**src/rtl/tube_chord_length_and_layer_core_assert.svh**
```systemverilog
// ----------------------------------------------------------------------------
// tube chord length core assertion macros
// implication checks on the rising clock, disabled while reset is low
// ----------------------------------------------------------------------------
`ifndef TUBE_CHORD_LENGTH_AND_LAYER_CORE_ASSERT_SVH
`define TUBE_CHORD_LENGTH_AND_LAYER_CORE_ASSERT_SVH
`ifndef SYNTH
`define TCL_ASSERT_SAME(lbl, clk, rstn, ante, cons) \
    lbl: assert property (@(posedge clk) disable iff (!rstn) (ante) |-> (cons)) \
        else $error("tcl assertion failed");
`define TCL_ASSERT_NEXT(lbl, clk, rstn, ante, cons) \
    lbl: assert property (@(posedge clk) disable iff (!rstn) (ante) |=> (cons)) \
        else $error("tcl assertion failed");
`else
`define TCL_ASSERT_SAME(lbl, clk, rstn, ante, cons)
`define TCL_ASSERT_NEXT(lbl, clk, rstn, ante, cons)
`endif
`endif

```
**src/rtl/tcl_pkg.sv**
```systemverilog
// ----------------------------------------------------------------------------
// tcl_pkg
// shared types, constants and layer decode for the tube chord length core
// ----------------------------------------------------------------------------
package tcl_pkg;

    localparam int unsigned QUOT_W = 33;
    localparam int unsigned RAD_CFG_W = 24;
    localparam int unsigned LEN_W = 32;

    localparam logic [7:0] QUARTER_32 = 8'h32;
    localparam logic [7:0] QUARTER_34 = 8'h34;
    localparam logic [7:0] QUARTER_35 = 8'h35;
    localparam logic [7:0] QUARTER_36 = 8'h36;

    typedef struct packed {
        logic       layer_valid;
        logic [2:0] layer;
    } t_layer;

    typedef struct packed {
        logic [2:0]       layer;
        logic             layer_valid;
        logic             pierced;
        logic [LEN_W-1:0] path_length;
    } t_res;

    function automatic t_layer decode_layer(input logic [15:0] det_id);
        t_layer     res;
        logic [3:0] nib;
        nib = det_id[7:4];
        res = '0;
        case (det_id[15:8]) inside
            QUARTER_34, QUARTER_35: begin
                res.layer       = 3'(4'd7 - nib);
                res.layer_valid = 1'b1;
            end
            QUARTER_32, QUARTER_36: begin
                res.layer       = 3'(4'd3 - nib);
                res.layer_valid = 1'b1;
            end
            default: res = '0;
        endcase
        return res;
    endfunction

endpackage

```
**src/rtl/tcl_div_cell.sv**
```systemverilog
// ----------------------------------------------------------------------------
// tcl_div_cell
// one quotient bit of a restoring divider, registered
// ----------------------------------------------------------------------------
module tcl_div_cell #(
    parameter int unsigned DIV_W  = 24,
    parameter int unsigned SIDE_W = 28
) (
    input  logic                      i_clk,
    input  logic                      i_en,
    input  logic [DIV_W-1:0]          i_rem,
    input  logic [tcl_pkg::QUOT_W-1:0] i_qn,
    input  logic [DIV_W-1:0]          i_div,
    input  logic [SIDE_W-1:0]         i_side,
    output logic [DIV_W-1:0]          o_rem,
    output logic [tcl_pkg::QUOT_W-1:0] o_qn,
    output logic [DIV_W-1:0]          o_div,
    output logic [SIDE_W-1:0]         o_side
);
    import tcl_pkg::*;

    logic [DIV_W-1:0]  r_rem;
    logic [QUOT_W-1:0] r_qn;
    logic [DIV_W-1:0]  r_div;
    logic [SIDE_W-1:0] r_side;
    logic [DIV_W:0]    cur;
    logic [DIV_W:0]    dsub;
    logic              ge;
    logic [DIV_W:0]    diff;

    // dividend bits shift out the top of qn while quotient bits enter below
    assign cur  = {i_rem, i_qn[QUOT_W-1]};
    assign dsub = {1'b0, i_div};
    assign ge   = (cur >= dsub);
    assign diff = ge ? (cur - dsub) : cur;

    always_ff @(posedge i_clk) begin
        if (i_en) begin
            r_rem  <= diff[DIV_W-1:0];
            r_qn   <= {i_qn[QUOT_W-2:0], ge};
            r_div  <= i_div;
            r_side <= i_side;
        end
    end

    assign o_rem  = r_rem;
    assign o_qn   = r_qn;
    assign o_div  = r_div;
    assign o_side = r_side;

endmodule

```
**config.mk**
```make
export PLATFORM = sky130hd
export DESIGN_NAME = tcl_div_cell
export DESIGN_NICKNAME = d
export VERILOG_FILES = /design/src/rtl/tube_chord_length_and_layer_core_assert.svh /design/src/rtl/tcl_pkg.sv /design/src/rtl/tcl_div_cell.sv
export SDC_FILE = /design/constraint.sdc
export NUM_CORES = 1
export LEC_CHECK = 0
export BUFFER_PORTS_ARGS = -buffer_cell sky130_fd_sc_hd__buf_2
export CAP_MARGIN = 15
export CELL_PAD_IN_SITES_DETAIL_PLACEMENT = 1
export CELL_PAD_IN_SITES_GLOBAL_PLACEMENT = 1
export CORE_AREA = 2 2 85 168
export DETAILED_ROUTE_END_ITERATION = 7
export DIE_AREA = 0 0 87 170
export GPL_TIMING_DRIVEN = 0
export PLACE_DENSITY_LB_ADDON = 0.1
export SLEW_MARGIN = 20
export SYNTH_ARGS = -nofsm -noshare
export SYNTH_HDL_FRONTEND = slang
export SYNTH_SLANG_ARGS = --single-unit
```
**constraint.sdc**
```tcl
create_clock -name i_clk -period 5.08 [get_ports i_clk]
set_clock_uncertainty 0.15 [all_clocks]
set_input_delay 0 -clock i_clk [delete_from_list [all_inputs] [get_ports i_clk]]
set_output_delay 0 -clock i_clk [all_outputs]
set_load 0.01 [all_outputs]
```
* After elaboration in Yosys (flattened, before gate mapping) *
Index checks and enable logic that the tools add are counted.

cells by class
  $add $sub $neg = 1
  multiply operators = 0
  divide/modulo/power cells = 0
  magnitude comparators = 1
  eq/ne operators = 0
  shifts and indexed selects = 0
  muxes and demuxes = 1
  bitwise operators = 0
  reductions and logical operators = 0

operators by type and width
  cell                                          count
  greater-or-equal comparator 25 x 24 -> 1 bit  1
  2-to-1 mux 24 bit                             1
  subtractor 24 bit                             1

word-level totals
  flip-flop bits (word level) = 109
  bits in latches = 0
  memory bits (writable) = 0
  memory bits (read-only) = 0
  input port bits = 111
  output and inout port bits = 109
  word-level logic and storage cells = 7
  memories kept = 0

* Longest topological paths before layout *
  depth after elaboration = 2
  depth in mapped cells = 11
  depth with buffers taken out = 9

* Worst setup path before layout *
OpenSTA, ideal clock, no wires.

  path kind = input-to-reg
  start point = input i_div[9]
  end point = register r_rem[10], in the netlist o_rem[10] (data pin)
  library setup time = 260 ps
  arrival = 1901 ps
  required time = 4670 ps
  slack = 2769 ps
  stages = 11
  path buffers = 2
  cell sequence = inv_1 -> ha_1 -> buf_6 -> and4_4 -> and3_4 -> a311oi_2 -> a21bo_2 -> nor2_8 -> inv_6 -> buf_12 -> mux2_4

on the way
  cells in the longest elaborated chain, start to end = 2

ends and longest elaborated chain
  what                                          line                RTL
  start: declaration                            tcl_div_cell.sv:13  input logic [DIV_W-1:0] i_div,
  greater-or-equal comparator 25 x 24 -> 1 bit  tcl_div_cell.sv:34  assign ge = (cur >= dsub);
  named net ge                                  tcl_div_cell.sv:28  logic ge;
  2-to-1 mux 24 bit                             tcl_div_cell.sv:35  assign diff = ge ? (cur - dsub) : cur;
  named net diff[10]                            tcl_div_cell.sv:29  logic [DIV_W:0] diff;
  end signal: assignment                        tcl_div_cell.sv:39  r_rem <= diff[DIV_W-1:0];
  end: declaration                              tcl_div_cell.sv:22  logic [DIV_W-1:0] r_rem;

The timed path passes the listed nets, and every way through them passes these cells.
A chain may end at the register's enable or synchronous reset.

* Worst setup path in the final report *
  start point = input i_rem[15]
  end point = register r_rem[22], in the netlist o_rem[22] (data pin)

on the way
  cells in the longest elaborated chain, start to end = 2

ends and longest elaborated chain
  what                                                                               line                                    RTL
  start: declaration                                                                 tcl_div_cell.sv:11                      input logic [DIV_W-1:0] i_rem,
  subtractor 24 bit or greater-or-equal comparator 25 x 24 -> 1 bit (tied branches)  tcl_div_cell.sv:35, tcl_div_cell.sv:34
  2-to-1 mux 24 bit *                                                                tcl_div_cell.sv:35
  named net diff[22]                                                                 tcl_div_cell.sv:29

The timed path passes the listed nets; every way through them passes the cells marked *.

==> impl_metrics.tcl <==
set metrics [dict create \
    route.antenna.remaining_nets 0 \
    ys_seq_elements 109 \
    finalCriticalPeriod_ns 3.30 \
    cts-root-buf "clkbuf_16" \
    overflow 0 \
    synth_flop_cell "edfxtp_1" \
    async_flop_share 0 \
    synth_nets 524 \
    crit_start "i_rem[15]" \
    start_util 0.392 \
    routed_wl_microns 19100 \
    vias 4699 \
    grt_usage 0.256 \
    synth_cell_type_count 60 \
    ctsLongestPathBuffers 2 \
    setup_tns_ns 0 \
    syn-instance-count 388 \
    htreeDepth 3 \
    ir_drop_mv 0.195 \
    grt_pass1_vias 5119 \
    worst-slew-pin-transition_ns 0.851 \
    arrival_ns 3.30 \
    hp-class "primary input to flip-flop" \
    antenna_found_initial 1 \
    crit_type "primary input to flip-flop" \
    yosysSeqAreaShare 0.622 \
    cts.sinks 109 \
    rows 60 \
    wire_per_inst_microns 21.5 \
    area_growth_pct 51.5 \
    viasPerCell 5.29 \
    drc 0 \
    max_slew_margin 0.426 \
    syn_area_sq_um 5260 \
    drtIter0Drc 278 \
    netlist.area_leader.share 0.622 \
    grt_max_degree 89 \
    yosys_warnings 0 \
    clk_pin_slew_worst_paths_ns 0.08 \
    outcome "completed" \
    ctsResizeCount 0 \
    die_x_microns 87 \
    p_per_area_nw_per_um2 298 \
    hold_viol_final 0 \
    grt_setup_unrepaired "no" \
    worstHoldStart "i_side[18]" \
    setup.worst_path.end_class "flip-flop" \
    synth_area_leaders "edfxtp_1, ha_1, inv_1, a21oi_1, nand3_1" \
    worstPathMaxFanout 10 \
    setup_violations 0 \
    syn_area_per_cell_sq_um 13.6 \
    drive_gt1_frac 0.368 \
    finalCritPeriodShare 0.649 \
    grt_pass1_wl_microns 28400 \
    ios 220 \
    synth_largest_area_cell "edfxtp_1" \
    fmax_mhz 303 \
    report.final.slew_viol_count 0 \
    fp.dieArea_sq_um 14800 \
    place_hpwl_microns 12400 \
    cts_buffers 9 \
    fin_nets 864 \
    cts_tree "built" \
    gp_congestion 0.917 \
    fin_area_sq_um 7970 \
    p_leak_nw 3.43 \
    cp-start-kind "primary input" \
    drt-pass1-iter-count 5 \
    dpl_cell_area_sq_um 6590 \
    core_area_sq_um 13400 \
    max_cap_violations 0 \
    synth_edf_count 109 \
    crit_required_ns 5.08 \
    port-buffer-count 219 \
    die_h_microns 170 \
]
layer usage:
metal	vias up	wire length (microns)	track usage
li1	2174	-	-
met1	2274	6280	0.248
met2	200	11000	0.502
met3	51	971	0.0359
met4	0	870	0.128
met5	-	0	0
state kept, by name (all words and copies together) (netlist names):
name    count
o_qn       33
o_side     28
o_div      24
o_rem      24
power breakdown:
part / internal, W / switching [W]
Combinational: 0.000254 / 0.000299
Sequential: 0.00109 / 0.0000250
Clock: 0.000346 / 0.000361
Total: 0.00169 / 0.000685
repair_timing:
item / CTS / global route
setup buffers: 0 / 0
endpoints found under the hold margin: 129 / 0
hold buffers: 109 / 0
endpoints found under the setup margin: 0 / 0
critical path, stage by stage:
cell and delay, ns:
dlygate4sd3_1 0.54, buf_2 0.13, ha_1 0.28, clkbuf_1 0.21, a21oi_1 0.48, o21a_1 0.25, o221ai_1 0.17, a21boi_0 0.40
clkbuf_1 0.56, nand3_1 0.15, o31ai_1 0.12
Yosys cell counts, types with 4 or more instances:
cell	number
xnor2_1	8
nand2_1	16
buf_2	5
edfxtp_1	109
mux2_2	5
or3_1	4
o21a_1	9
ha_1	24
nand4_1	7
clkbuf_1	6
o31a_1	4
and3_1	6
o31ai_1	7
nor2b_1	4
inv_1	33
o221ai_1	4
nor2_1	10
mux2_4	5
nand3_1	16
o21ai_0	14
a21oi_1	24
nor3_1	13
metrics by stage:
stage / total power, W / setup WS, ns / std cells / util / hold slack (ns)
after floorplan: 0.00139 / 2.77 / 388 / - / -0.0511
after global placement: 0.00159 / 2.08 / 762 / 0.488 / 0.0269
after detailed placement: 0.00160 / 2.00 / 763 / 0.490 / 0.0283
after CTS: 0.00237 / 1.81 / 888 / 0.593 / 0.200
after global routing: 0.00247 / 1.66 / 889 / 0.593 / 0.213
final: 0.00238 / 1.78 / 889 / 0.593 / 0.207
cells by family after synthesis:
kind of cell / synth area share
and+or+nand+nor: 0.0913
buffers and inverters: 0.0445
DFF: 0.622
muxes: 0.0250
adders and majority gates: 0.0609
xor gates and xnor gates: 0.0183
AOI/OAI and AO/OA: 0.138
placed cells by master, fill, tap and decap left out, types with 4 or more instances in the layout:
cell           synthesis  layout
buf_6                  3       4
o31ai_1                7       7
buf_2                  5     223
o21ai_0               14      14
o31a_1                 4       4
o21a_1                 9       9
clkbuf_1               6       6
clkbuf_16              0       9
nand2_1               16      16
dlygate4sd3_1          0     109
nand3_1               16      16
xnor2_1                8       8
nand4_1                7       7
mux2_4                 5       5
nor3_1                13      13
o221ai_1               4       4
and3_1                 6       6
or3_1                  4       4
nor2_1                10      10
a21oi_1               24      24
nor2b_1                4       4
mux2_2                 5       5
inv_1                 33      33
ha_1                  24      24
edfxtp_1             109     109
path summary, 6_finish.rpt:
| check | slack, ns | endpoint | depth (start not counted) |
|---|---|---|---|
| max | 1.78 | o_rem[22] | 11 |
| min | 0.21 | o_side[18] | 2 |
layout make-up:
class	instances	area [sq um]
fillers	1410	5470
flip-flops and latches	109	3270
repair buffers	329	2220
multi-input cells	230	1760
clock buffers	9	225
well taps	155	194
inverters	34	133
plain buffers	15	101
clock inverters	7	67.6
diodes	1	2.50
No activity file was read; power rests on OpenSTA's default activity.
