==> src/rtl/tube_chord_length_and_layer_core_assert.svh <==
// ----------------------------------------------------------------------------
// tube chord length core assertion macros
// implication checks on the rising clock, disabled while reset is low
// ----------------------------------------------------------------------------
`ifndef TUBE_CHORD_LENGTH_AND_LAYER_CORE_ASSERT_SVH
`define TUBE_CHORD_LENGTH_AND_LAYER_CORE_ASSERT_SVH
`ifndef SYNTH
`define TCL_ASSERT_SAME(lbl, clk, rstn, ante, cons) \
    lbl: assert property (@(posedge clk) disable iff (!rstn) (ante) |-> (cons)) \
        else $error("tcl assertion failed");
`define TCL_ASSERT_NEXT(lbl, clk, rstn, ante, cons) \
    lbl: assert property (@(posedge clk) disable iff (!rstn) (ante) |=> (cons)) \
        else $error("tcl assertion failed");
`else
`define TCL_ASSERT_SAME(lbl, clk, rstn, ante, cons)
`define TCL_ASSERT_NEXT(lbl, clk, rstn, ante, cons)
`endif
`endif

==> src/rtl/tcl_sqrt_cell.sv <==
// ----------------------------------------------------------------------------
// tcl_sqrt_cell
// one digit step of a restoring integer square root, registered
// ----------------------------------------------------------------------------
module tcl_sqrt_cell #(
    parameter int unsigned ROOT_W = 24,
    parameter int unsigned SIDE_W = 4
) (
    input  logic                  i_clk,
    input  logic                  i_en,
    input  logic [2*ROOT_W-1:0]   i_rad,
    input  logic [ROOT_W+1:0]     i_rem,
    input  logic [ROOT_W-1:0]     i_root,
    input  logic [SIDE_W-1:0]     i_side,
    output logic [2*ROOT_W-1:0]   o_rad,
    output logic [ROOT_W+1:0]     o_rem,
    output logic [ROOT_W-1:0]     o_root,
    output logic [SIDE_W-1:0]     o_side
);

    logic [2*ROOT_W-1:0] r_rad;
    logic [ROOT_W+1:0]   r_rem;
    logic [ROOT_W-1:0]   r_root;
    logic [SIDE_W-1:0]   r_side;
    logic [ROOT_W+1:0]   cur;
    logic [ROOT_W+1:0]   trial;
    logic                ge;

    // bring down the next two radicand bits and try root*4+1
    assign cur   = {i_rem[ROOT_W-1:0], i_rad[2*ROOT_W-1 -: 2]};
    assign trial = {i_root, 2'b01};
    assign ge    = (cur >= trial);

    always_ff @(posedge i_clk) begin
        if (i_en) begin
            r_rad  <= {i_rad[2*ROOT_W-3:0], 2'b00};
            r_rem  <= ge ? (cur - trial) : cur;
            r_root <= {i_root[ROOT_W-2:0], ge};
            r_side <= i_side;
        end
    end

    assign o_rad  = r_rad;
    assign o_rem  = r_rem;
    assign o_root = r_root;
    assign o_side = r_side;

endmodule

==> config.mk <==
export PLATFORM = sky130hd
export DESIGN_NAME = tcl_sqrt_cell
export DESIGN_NICKNAME = d
export VERILOG_FILES = /design/src/rtl/tube_chord_length_and_layer_core_assert.svh /design/src/rtl/tcl_sqrt_cell.sv
export SDC_FILE = /design/constraint.sdc
export NUM_CORES = 1
export LEC_CHECK = 0
export ABC_CLOCK_PERIOD_IN_PS = 7000
export BUFFER_PORTS_ARGS = -buffer_cell sky130_fd_sc_hd__buf_2
export CAP_MARGIN = 20
export CORE_MARGIN = 4
export CORE_UTILIZATION = 53
export CTS_BUF_LIST = sky130_fd_sc_hd__clkbuf_8
export CTS_CLUSTER_DIAMETER = 100
export DETAILED_ROUTE_END_ITERATION = 10
export PLACE_DENSITY = 0.88
export SYNTH_ARGS = -nofsm -noshare
export SYNTH_HDL_FRONTEND = slang
export SYNTH_SLANG_ARGS = --single-unit
==> constraint.sdc <==
create_clock -name i_clk -period 7 [get_ports i_clk]
set_input_delay 1.05 -clock i_clk [delete_from_list [all_inputs] [get_ports i_clk]]
set_output_delay 1.05 -clock i_clk [all_outputs]
set_load 0.02 [all_outputs]
After elaboration in Yosys (flattened, before gate mapping). Cells that the tools add are included.

Register bits: 100. Input port bits: 104.

Order comparisons: 1. Multiplexer cells: 1. Add/subtract/negate cells: 1.

Operators by type and width (count): $ge A26 B26 Y1 (1); $mux W26 (1); $sub A26 B26 Y26 (1).

Depth between registers and ports, before layout. Gate-level depths: netlist of the first run.

Word-level depth: 2. Mapped depth: 12. Depth with buffers taken out: 10.

Least setup slack after synthesis of the first run. Ideal clock, no wire load.

Path type: input to register. Start point: in i_root[10]. End point: reg r_rem[24], in the netlist o_rem[24] (data pin). Stages on the path: 11. Arrival: 3.288 ns. Path slack: 3.452 ns. Buffers on the path: 2. Path through: inv_1 ha_1 buf_2 nand4_1 nor4_2 o311ai_1 a31oi_1 o2111ai_1 a31oi_4 buf_6 mux2_2.

Cells in the longest elaborated chain, start to end: 2.

Ends and longest elaborated chain: start, declared (line tcl_sqrt_cell.sv:13) `input logic [ROOT_W-1:0] i_root,`; $sub A26 B26 Y26 / $ge A26 B26 Y1 (equally long branches) (line tcl_sqrt_cell.sv:37, tcl_sqrt_cell.sv:32); $mux W26 * (line tcl_sqrt_cell.sv:37) `r_rem <= ge ? (cur - trial) : cur;`; end signal, assigned (line tcl_sqrt_cell.sv:37); end, declared (line tcl_sqrt_cell.sv:22) `logic [ROOT_W+1:0] r_rem;`.

Every way passes the cells marked *; elsewhere a longest branch is shown, timed or not. A chain may end at the register's enable or synchronous reset.

Worst setup path after layout of the first run.
Start point: in i_root[10]. End point: reg r_rem[7], in the netlist o_rem[7] (data pin).

Cells in the longest elaborated chain, start to end: 2.

Ends and longest elaborated chain: $ge A26 B26 Y1 (line tcl_sqrt_cell.sv:32) `assign ge = (cur >= trial);`; $mux W26 (line tcl_sqrt_cell.sv:37).

Every way passes these cells.

==> metrics, run 1 <==
most common cell after layout, fill and taps aside=buf_2; net count reported at finish=698; row cnt=34; register area share after synthesis=a little over three fifths; IO Pins=206; CTS max path bufs=2; Post-synth EDFFs=100; GRT Resource Usage Total=approximately 20%; router iterations before antenna repair=7; Ys Warns=0; Final Cycle Share=between 60 and 70%; hold buffer count at cts=0; Initial Utilization=between 50% and 60%; ANT nets after route=0; Max-Cap Viols=0; Worst Max-Slew Pin Slew=0.844 ns; Hold/Removal Path Class=in2reg; Crit. End Element=register; largest cells by area after synthesis=edfxtp_1 63%, ha_1 6.8%, a21oi_1 3.6%; met3 usage=about 5.5%; layout cell share with drive strength beyond 1=a little over two fifths; crit path kind=in2reg; # Post-CTS Setup Buffers=0; Critical Path AT=about 4.4 ns; Residual DRC=0; vias in the first global route=about 3,500; Post-synth top flop=edfxtp_1; final setup fails=0; post-CTS sizing=0; Required @ worst endpoint=between 7 and 8 ns; # port buffers=between 200 and 250; status=complete, no violations; P&R area growth vs syn=26.8%; Mean Syn Cell Area=between 10 and 15 um2; antenna violations before repair=0; Reg clk slew, reported paths=roughly 0.1 ns; worst hold start=i_rad[3]; total CTS buffers=9; startpoint types=input pin; final wirelength=11,100 um; M2 GR Usage=35.2%; grt ovf=0; peak supply drop=134 uV; ant diodes=0; Crit Path Max Fanout=30; vias per cell=5.27; Clock Sinks=100; RSZ-0062 raised after global routing=no; Final Critical Period=between 4 and 5 ns; total number of vias=~3,600; final hold violations=0; synthesized area=roughly 4800 um2; Initial DRC Count=around 140; leakage power=between 2 and 3 nW; CTS tree=done; commonest non-fill, non-tap cells in the layout=200 x buf_2, 100 x edfxtp_1, 36 x inv_1; Mapped Cells=between 300 and 400; Post-Place Cells=approximately 660; top cell type by total area after synthesis=edfxtp_1; H-tree Lvls=3; Achievable Freq=0.236 GHz; Non-Filler Instances=680; first-pass GRT wire length=roughly 16,000 um; Die Y=103 um; Tot Pwr=between 1 and 1.5 mW; post-detail-place hpwl=8630 um; wire per inst=around 16 um; largest net degree at the start of global routing=101; final slew viol count=0; post-synth top area share=between 60% and 70%; crit path launch=i_root[10]; Seq cells post-synth=100; Post-synth ARST share=0%; Max-slew headroom=between 40% and 50%; Power Dens Cells=approximately 240 nW/um2; setup_tns=0 ns; root cell of the clock tree=clkbuf_8; gpl congestion=0.856; GR peak layer=met2; Synth cell types=roughly 50; Die ar.=roughly 11,000 um2; met1 usage=roughly a quarter; Core ar.=about 8800 um2; Die W=103 um
## power by group
group / switching (mW) / internal (mW) / leakage [nW]
clock: 0.208 / 0.135 / 0.0933
combinational: 0.213 / 0.134 / 1.66
sequential: 0.0128 / 0.727 / 0.979
total: 0.434 / 0.996 / 2.74
## flip-flops by register name, summed over array words and instances, names as in the netlist
signal	count
o_rad	46
o_side	4
o_root	24
o_rem	26
## cell usage after synthesis, types with 2 or more instances
cell      instances
buf_2             2
nor3b_1           2
mux2_2            7
nand3_1           7
and3_1            3
nand2_1           7
xor2_1            6
edfxtp_1        100
a21o_1           11
o21bai_1          2
a31oi_1          10
inv_1            36
o21a_1            3
clkbuf_1          4
and2_1            2
ha_1             26
a211oi_1          3
nor2b_1           4
nor3_1            2
o21ai_0          10
nor2_1           29
a21oi_1          34
buf_4             5
nand4_1           5
or2_2             4
a21boi_0          2
or3_1             2
xnor2_1          15
## through the flow
stage | setup slack, ns | instance area (um2) | hold WS, ns | utilization [%]
finish | 2.76 | 6070 | 0.868 | 69.3
detailed placement | 2.39 | 5860 | 1.23 | 66.9
global placement | 2.37 | 5860 | 1.23 | 66.9
global route | 2.44 | 6070 | 0.837 | 69.3
floorplan | 3.45 | 4790 | 1.15 | -
CTS | 2.75 | 6050 | 0.846 | 69.0
## kinds of logic (layout without fill, tap and decap cells)
family,after synthesis,in the layout,synth area share [%]
XOR/XNOR,21,21,3.84
multiplexers,8,8,1.86
AND/OR/NAND/NOR,71,71,7.47
buffers and inverters,49,254,4.47
flip-flops,100,100,62.7
other,1,2,0.0783
adder cells (fa/ha/maj),26,26,6.79
AO/OA/AOI/OAI,90,90,12.8
## final timing paths
kind / endpoint / slack [ns] / cells after the start
worst max-delay path: o_rem[7] / 2.76 / 11
worst min-delay path: o_rad[5] / 0.87 / 1
## per-layer routing
metal	wire, um	up-vias
li1	-	1754
met1	4170	1654
met2	5680	160
met3	1100	15
met4	177	0
met5	0	-
## critical path: stages
cell and delay (ns):
buf_2 0.09, inv_1 0.04, ha_1 0.40, nand4_1 0.21, nor4_2 0.46, o311ai_1 0.23
a31oi_1 0.26, o2111ai_1 0.21, a31oi_4 0.71, buf_4 0.34, mux2_2 0.35
## cell type report
| class | count | area [um2] |
|---|---|---|
| well taps | 108 | 135 |
| repair buffers | 203 | 1040 |
| inverters | 36 | 135 |
| multi-input cells | 218 | 1580 |
| flip-flops and latches | 100 | 3000 |
| clock buffers | 9 | 124 |
| clock inverters | 6 | 57.6 |
| fillers | 652 | 2690 |
No activity file was read; power rests on OpenSTA's default activity.
==> inputs of run 2 (changes only) <==
Settings changed: ABC_AREA set to 1, ABC_CLOCK_PERIOD_IN_PS 7000 to 4400, CORE_UTILIZATION 53 to 51, PLACE_DENSITY 0.88 to 0.82.
Clock period 7 ns to 4.4 ns, I/O delays scaled along.
==> metrics, run 2 <==
peak supply drop=200 uV (+50%); final slew viol count=0 (unchanged); Placement Cell Area=6660 um2 (+14%); CP cell instances=buf_2, inv_1, ha_1, nand2_2, nor2_1, nand2_1, nand3_2, nand2_1, nand2_2, nand2_4, nand3_4, nand3_1, nand2_1; top-count cell post-synth=nand2_1; CTS max path bufs=2 (unchanged); register area share after synthesis=54.4% (-8.3 points); status=complete, no violations; Hold/Removal Path Class=in2reg; Ys Warns=0 (unchanged); Crit Path Max Fanout=37 (+23%); ant diodes=0 (unchanged); Crit. End Element=register; Clock Power Share=25.0% (+1.0 points); Pint=1.63 mW (+63%); Achievable Freq=~0.39 GHz; Psw=0.759 mW (+75%); final hold violations=0 (unchanged); Power Dens Cells=348 nW/um2 (+48%); Core ar.=10,400 um2 (+19%); startpoint types=input pin; # port buffers=201 (unchanged); WP depth=13 (+2); leakage power=3.59 nW (+31%); vias in the first global route=4,614 (+33%); post-CTS sizing=0 (unchanged); setup_tns=0 ns (unchanged); net count reported at finish=946 (+36%); gpl congestion=0.895 (+4.5%); vias per cell=4.84 (-8.1%); Post-synth ARST share=0% (unchanged); row cnt=37 (+8.8%); H-tree Lvls=3 (unchanged); root cell of the clock tree=clkbuf_8; ANT nets after route=0 (unchanged); top cell type by total area after synthesis=edfxtp_1; Final Critical Period=between 2 and 3 ns; crit path launch=i_root[0]; post-detail-place hpwl=11,600 um (+34%); P&R area growth vs syn=24.1%; most common cell after layout, fill and taps aside=nand2_1; wire per inst=15.1 um (-7.8%); router iterations before antenna repair=5 (-2); hold buffer count at cts=0 (unchanged); layout cell share with drive strength beyond 1=29.8% (-12 points); # Post-CTS Setup Buffers=0 (unchanged); Max-slew headroom=32.3% (-11 points); Post-synth top flop=edfxtp_1; Seq cells post-synth=100 (unchanged); Crit-path slowest cell=nand3_4; Sequential Power Share=49.4% (-2.3 points); WHS=0.456 ns (-0.412 ns); Required @ worst endpoint=4.54 ns (-2.57 ns); Worst Max-Slew Pin Slew=1.02 ns (+0.172 ns); grt ovf=0 (unchanged); Die Y=112 um (+8.7%); synth cell count leaders=205 x nand2_1, 128 x inv_1, 100 x edfxtp_1; fillers=900 (+38%); Die ar.=12,600 um2 (+18%); Max-Cap Viols=0 (unchanged); CP endpoint=o_rem[19]; CTS tree=done; final wirelength=14,400 um (+30%); WP buf/inv=2 (-1); Mapped Cells=609 (+66%); synthesized area=5520 um2 (+15%); Comb pwr share=25.6% (+1.3 points); GRT Resource Usage Total=23.0% (+3.0 points); RSZ-0062 raised after global routing=no; final setup fails=0 (unchanged); cell family with most CP delay=simple AND/OR/NAND/NOR gates; most frequent CP cell=nand2_1; total number of vias=4,630 (+29%); Initial Utilization=53.0% (-1.6 points); total CTS buffers=9 (unchanged); post-synth top area share=54.4% (-8.3 points); Clock Sinks=100 (unchanged); first-pass GRT wire length=23,000 um (+40%); largest cells by area after synthesis=edfxtp_1 54%, nand2_1 14%, inv_1 8.7%; Die W=112 um (+8.7%); crit-path max cell delay=0.43 ns (-0.28 ns); Reg clk slew, reported paths=0.10 ns (about the same); Tot Pwr=2.39 mW (+67%); Residual DRC=0 (unchanged); Post-synth EDFFs=100 (unchanged); Final Util=65.8% (-3.5 points); IO Pins=206 (unchanged); Synth cell types=31 (-39%); Hold Path Depth=1 (unchanged); Mean Syn Cell Area=9.06 um2 (-31%); Final Cell Area=6850 um2 (+13%); Critical Path AT=2.73 ns (-1.63 ns); crit path kind=in2reg; Final Cycle Share=approximately 60%; Largest register FFs=46 (unchanged); antenna violations before repair=0 (unchanged); largest net degree at the start of global routing=85 (-16%); Initial DRC Count=252 (+83%); Switching Fraction=31.8% (+1.4 points); commonest non-fill, non-tap cells in the layout=205 x nand2_1, 200 x buf_2, 128 x inv_1
[run 2: cell types whose count changed after synthesis, moves of 10 or more]
cell / delta
nand3_1: +19
a21o_1: -11
a21oi_1: -21
inv_1: +92
nand4_1: +18
nand2_1: +198
xnor2_1: -14
a31oi_1: -10
[run 2: final cells by class]
class                      instances  area, um2  area share, %
multi-input combinational        373       1980           28.8
sequential                       100       3000           43.8
clock inverter                     6       72.6           1.06
clock buffer                       9        124           1.81
tap                              136        170           2.48
inverter                         129        484           7.07
timing repair buffer             203       1020           14.9
[run 2: metal layers]
layer / global-route usage (%) / vias to the layer above / part of all wire (%)
li1: - / 2357 / -
met1: 28.3 / 2107 / 41
met2: 40.6 / 150 / 49
met3: 5.50 / 16 / 7.4
met4: 6.01 / 0 / 1.7
met5: 0 / - / 0
[run 2: how the worst min path moves through the flow]
stage	start	endpoint
floorplan	i_rad[8]	o_rad[10]
global placement	i_rad[2]	o_rad[4]
detailed placement	i_rad[42]	o_rad[44]
CTS	i_rad[11]	o_rad[13]
global route	i_rad[41]	o_rad[43]
finish	i_rad[1]	o_rad[3]
[run 2: kinds of logic (layout without fill, tap and decap cells)]
logic type | Yosys count | count (layout) | share of synthesized area, %
DFF | 100 | 100 | 54.4
xor gates and xnor gates | 14 | 14 | 2.22
and+or+nand+nor | 303 | 303 | 24.2
other | 1 | 2 | 0.0679
buffers and inverters | 137 | 347 | 9.88
AOI/OAI and AO/OA | 28 | 28 | 3.38
adders and majority gates | 26 | 26 | 5.89
[run 2: power groups by stage]
stage / clock, mW / sequential (mW) / combinational (mW)
floorplan: 0 / 1.32 / 0.271
global placement: 0 / 1.20 / 0.604
detailed placement: 0 / 1.20 / 0.614
CTS: 0.605 / 1.18 / 0.617
global route: 0.658 / 1.19 / 0.675
finish: 0.597 / 1.18 / 0.612
[run 2: stage by stage]
stage / setup WS, ns / cells
3_5_place_dp: 1.39 / 941
4_1_cts: 1.79 / 956
6_report: 1.81 / 956
2_1_floorplan: 2.11 / 610
5_1_grt: 1.61 / 956
3_3_place_gp: 1.43 / 941
==> inputs of run 3 (changes only) <==
Settings changed: ABC_CLOCK_PERIOD_IN_PS 4400 to 2300, CORE_UTILIZATION 51 to 46, PLACE_DENSITY 0.82 to 0.78.
Clock period 4.4 ns to 2.3 ns, I/O delays scaled along.
==> metrics, run 3 (synthesized netlist as in run 2, its figures left out) <==
Hold Path Depth=1 (unchanged); IO Pins=206 (unchanged); crit path launch=i_root[13]; total number of vias=4,585 (-0.97%); Crit. End Element=register; commonest non-fill, non-tap cells in the layout=205 x nand2_1, 200 x buf_2, 128 x inv_1; first-pass GRT wire length=22,300 um (-3.0%); peak supply drop=375 uV (+88%); Max-Cap Viols=0 (unchanged); cell family with most CP delay=simple AND/OR/NAND/NOR gates; GRT Resource Usage Total=20.5% (-2.4 points); crit path kind=in2reg; WP buf/inv=4 (+2); gpl congestion=0.923 (+3.2%); CTS tree=done; H-tree Lvls=3 (unchanged); Core ar.=11,600 um2 (+11%); vias per cell=4.68 (-3.3%); Die ar.=13,800 um2 (+10%); Power Dens Cells=644 nW/um2 (+85%); Reg clk slew, reported paths=0.10 ns (about the same); antenna violations before repair=1 (+1); Die W=118 um (+4.9%); router iterations before antenna repair=5 (unchanged); Critical Path AT=2.07 ns (-0.66 ns); Tot Pwr=4.53 mW (+90%); Initial Utilization=47.7% (-5.3 points); # port buffers=201 (unchanged); Achievable Freq=0.546 GHz; CTS max path bufs=2 (unchanged); final worst setup slack=0.470 ns (-1.34 ns); leakage power=3.69 nW (+2.8%); wire per inst=14.4 um (-4.3%); net count reported at finish=961 (+1.6%); Register Area=3000 um2 (unchanged); final setup fails=0 (unchanged); hold buffer count at cts=0 (unchanged); hold path endpoint=o_rad[44]; post-detail-place hpwl=11,600 um (-0.10%); final hold violations=0 (unchanged); post-CTS sizing=0 (unchanged); Die Y=118 um (+4.9%); CP cell instances=buf_2, inv_1, ha_1, nand2_1, nor2_1, nand2_1, inv_1, nand3_4, nand3_4, buf_12, nand3_1, nand2_1; Required @ worst endpoint=2.54 ns (-2.00 ns); row cnt=39 (+5.4%); final wirelength=14,100 um (-2.0%); fillers=1,029 (+14%); # Post-CTS Setup Buffers=0 (unchanged); layout cell share with drive strength beyond 1=31.1% (+1.3 points); worst hold start=i_rad[42]; ANT nets after route=0 (unchanged); RSZ-0062 raised after global routing=no; Largest register FFs=46 (unchanged); Final Cycle Share=79.6%; setup_tns=0 ns (unchanged); startpoint types=input pin; P&R area growth vs syn=27.4%; status=complete, no violations; multi-input logic area=1980 um2 (unchanged); total CTS buffers=9 (unchanged); Crit Path Max Fanout=24 (-35%); Final Util=60.8% (-5.0 points); Initial DRC Count=316 (+25%); root cell of the clock tree=clkbuf_8; Setup WS pre-CTS=0.0970 ns (-1.29 ns); most common cell after layout, fill and taps aside=nand2_1; Crit-path slowest cell=ha_1; most frequent CP cell=nand2_1; grt ovf=0 (unchanged); Clock Sinks=100 (unchanged); Final Critical Period=roughly 1.8 ns; ant diodes=0 (unchanged); crit-path max cell delay=0.32 ns (-0.11 ns); vias in the first global route=4,526 (-1.9%); Hold/Removal Path Class=in2reg; Residual DRC=0 (unchanged); final slew viol count=0 (unchanged); largest net degree at the start of global routing=56 (-34%)
[run 3: power by group]
part / switching (mW) / total [mW] / internal (mW)
Clock: 0.651 / 1.07 / 0.418
Combinational: 0.785 / 1.22 / 0.431
Sequential: 0.0349 / 2.25 / 2.21
[run 3: how the worst max path moves through the flow]
stage,endpoint,cells after the start
3_5_place_dp,o_rem[6],11
2_1_floorplan,o_rem[7],11
5_1_grt,o_rem[21],12
4_1_cts,o_rem[21],12
3_3_place_gp,o_rem[21],12
6_report,o_rem[21],12
[run 3: area by class of cell]
cell class,count,area share (%)
Clock buffer,9,1.76
Sequential cell,100,42.7
Tap cell,143,2.54
Inverter,129,6.89
Multi-Input combinational cell,373,28.1
Timing Repair Buffer,218,17.0
Clock inverter,7,0.961
[run 3: routing by layer]
metal	vias to the layer above	global-route usage, %	share of wire (%)
met5	-	0	0.092
met4	2	5.79	1.7
met3	24	6.39	7.1
met2	146	36.8	50
met1	2031	23.6	41
li1	2382	-	-
[run 3: through the flow]
| step | hold WS, ns | std cells | cell area [um2] |
|---|---|---|---|
| after floorplan | 0.444 | 610 | 5520 |
| after global placement | 0.521 | 963 | 6840 |
| after detailed placement | 0.523 | 963 | 6840 |
| after CTS | 0.102 | 979 | 7030 |
| after global routing | 0.0959 | 979 | 7030 |
| final | 0.130 | 979 | 7030 |
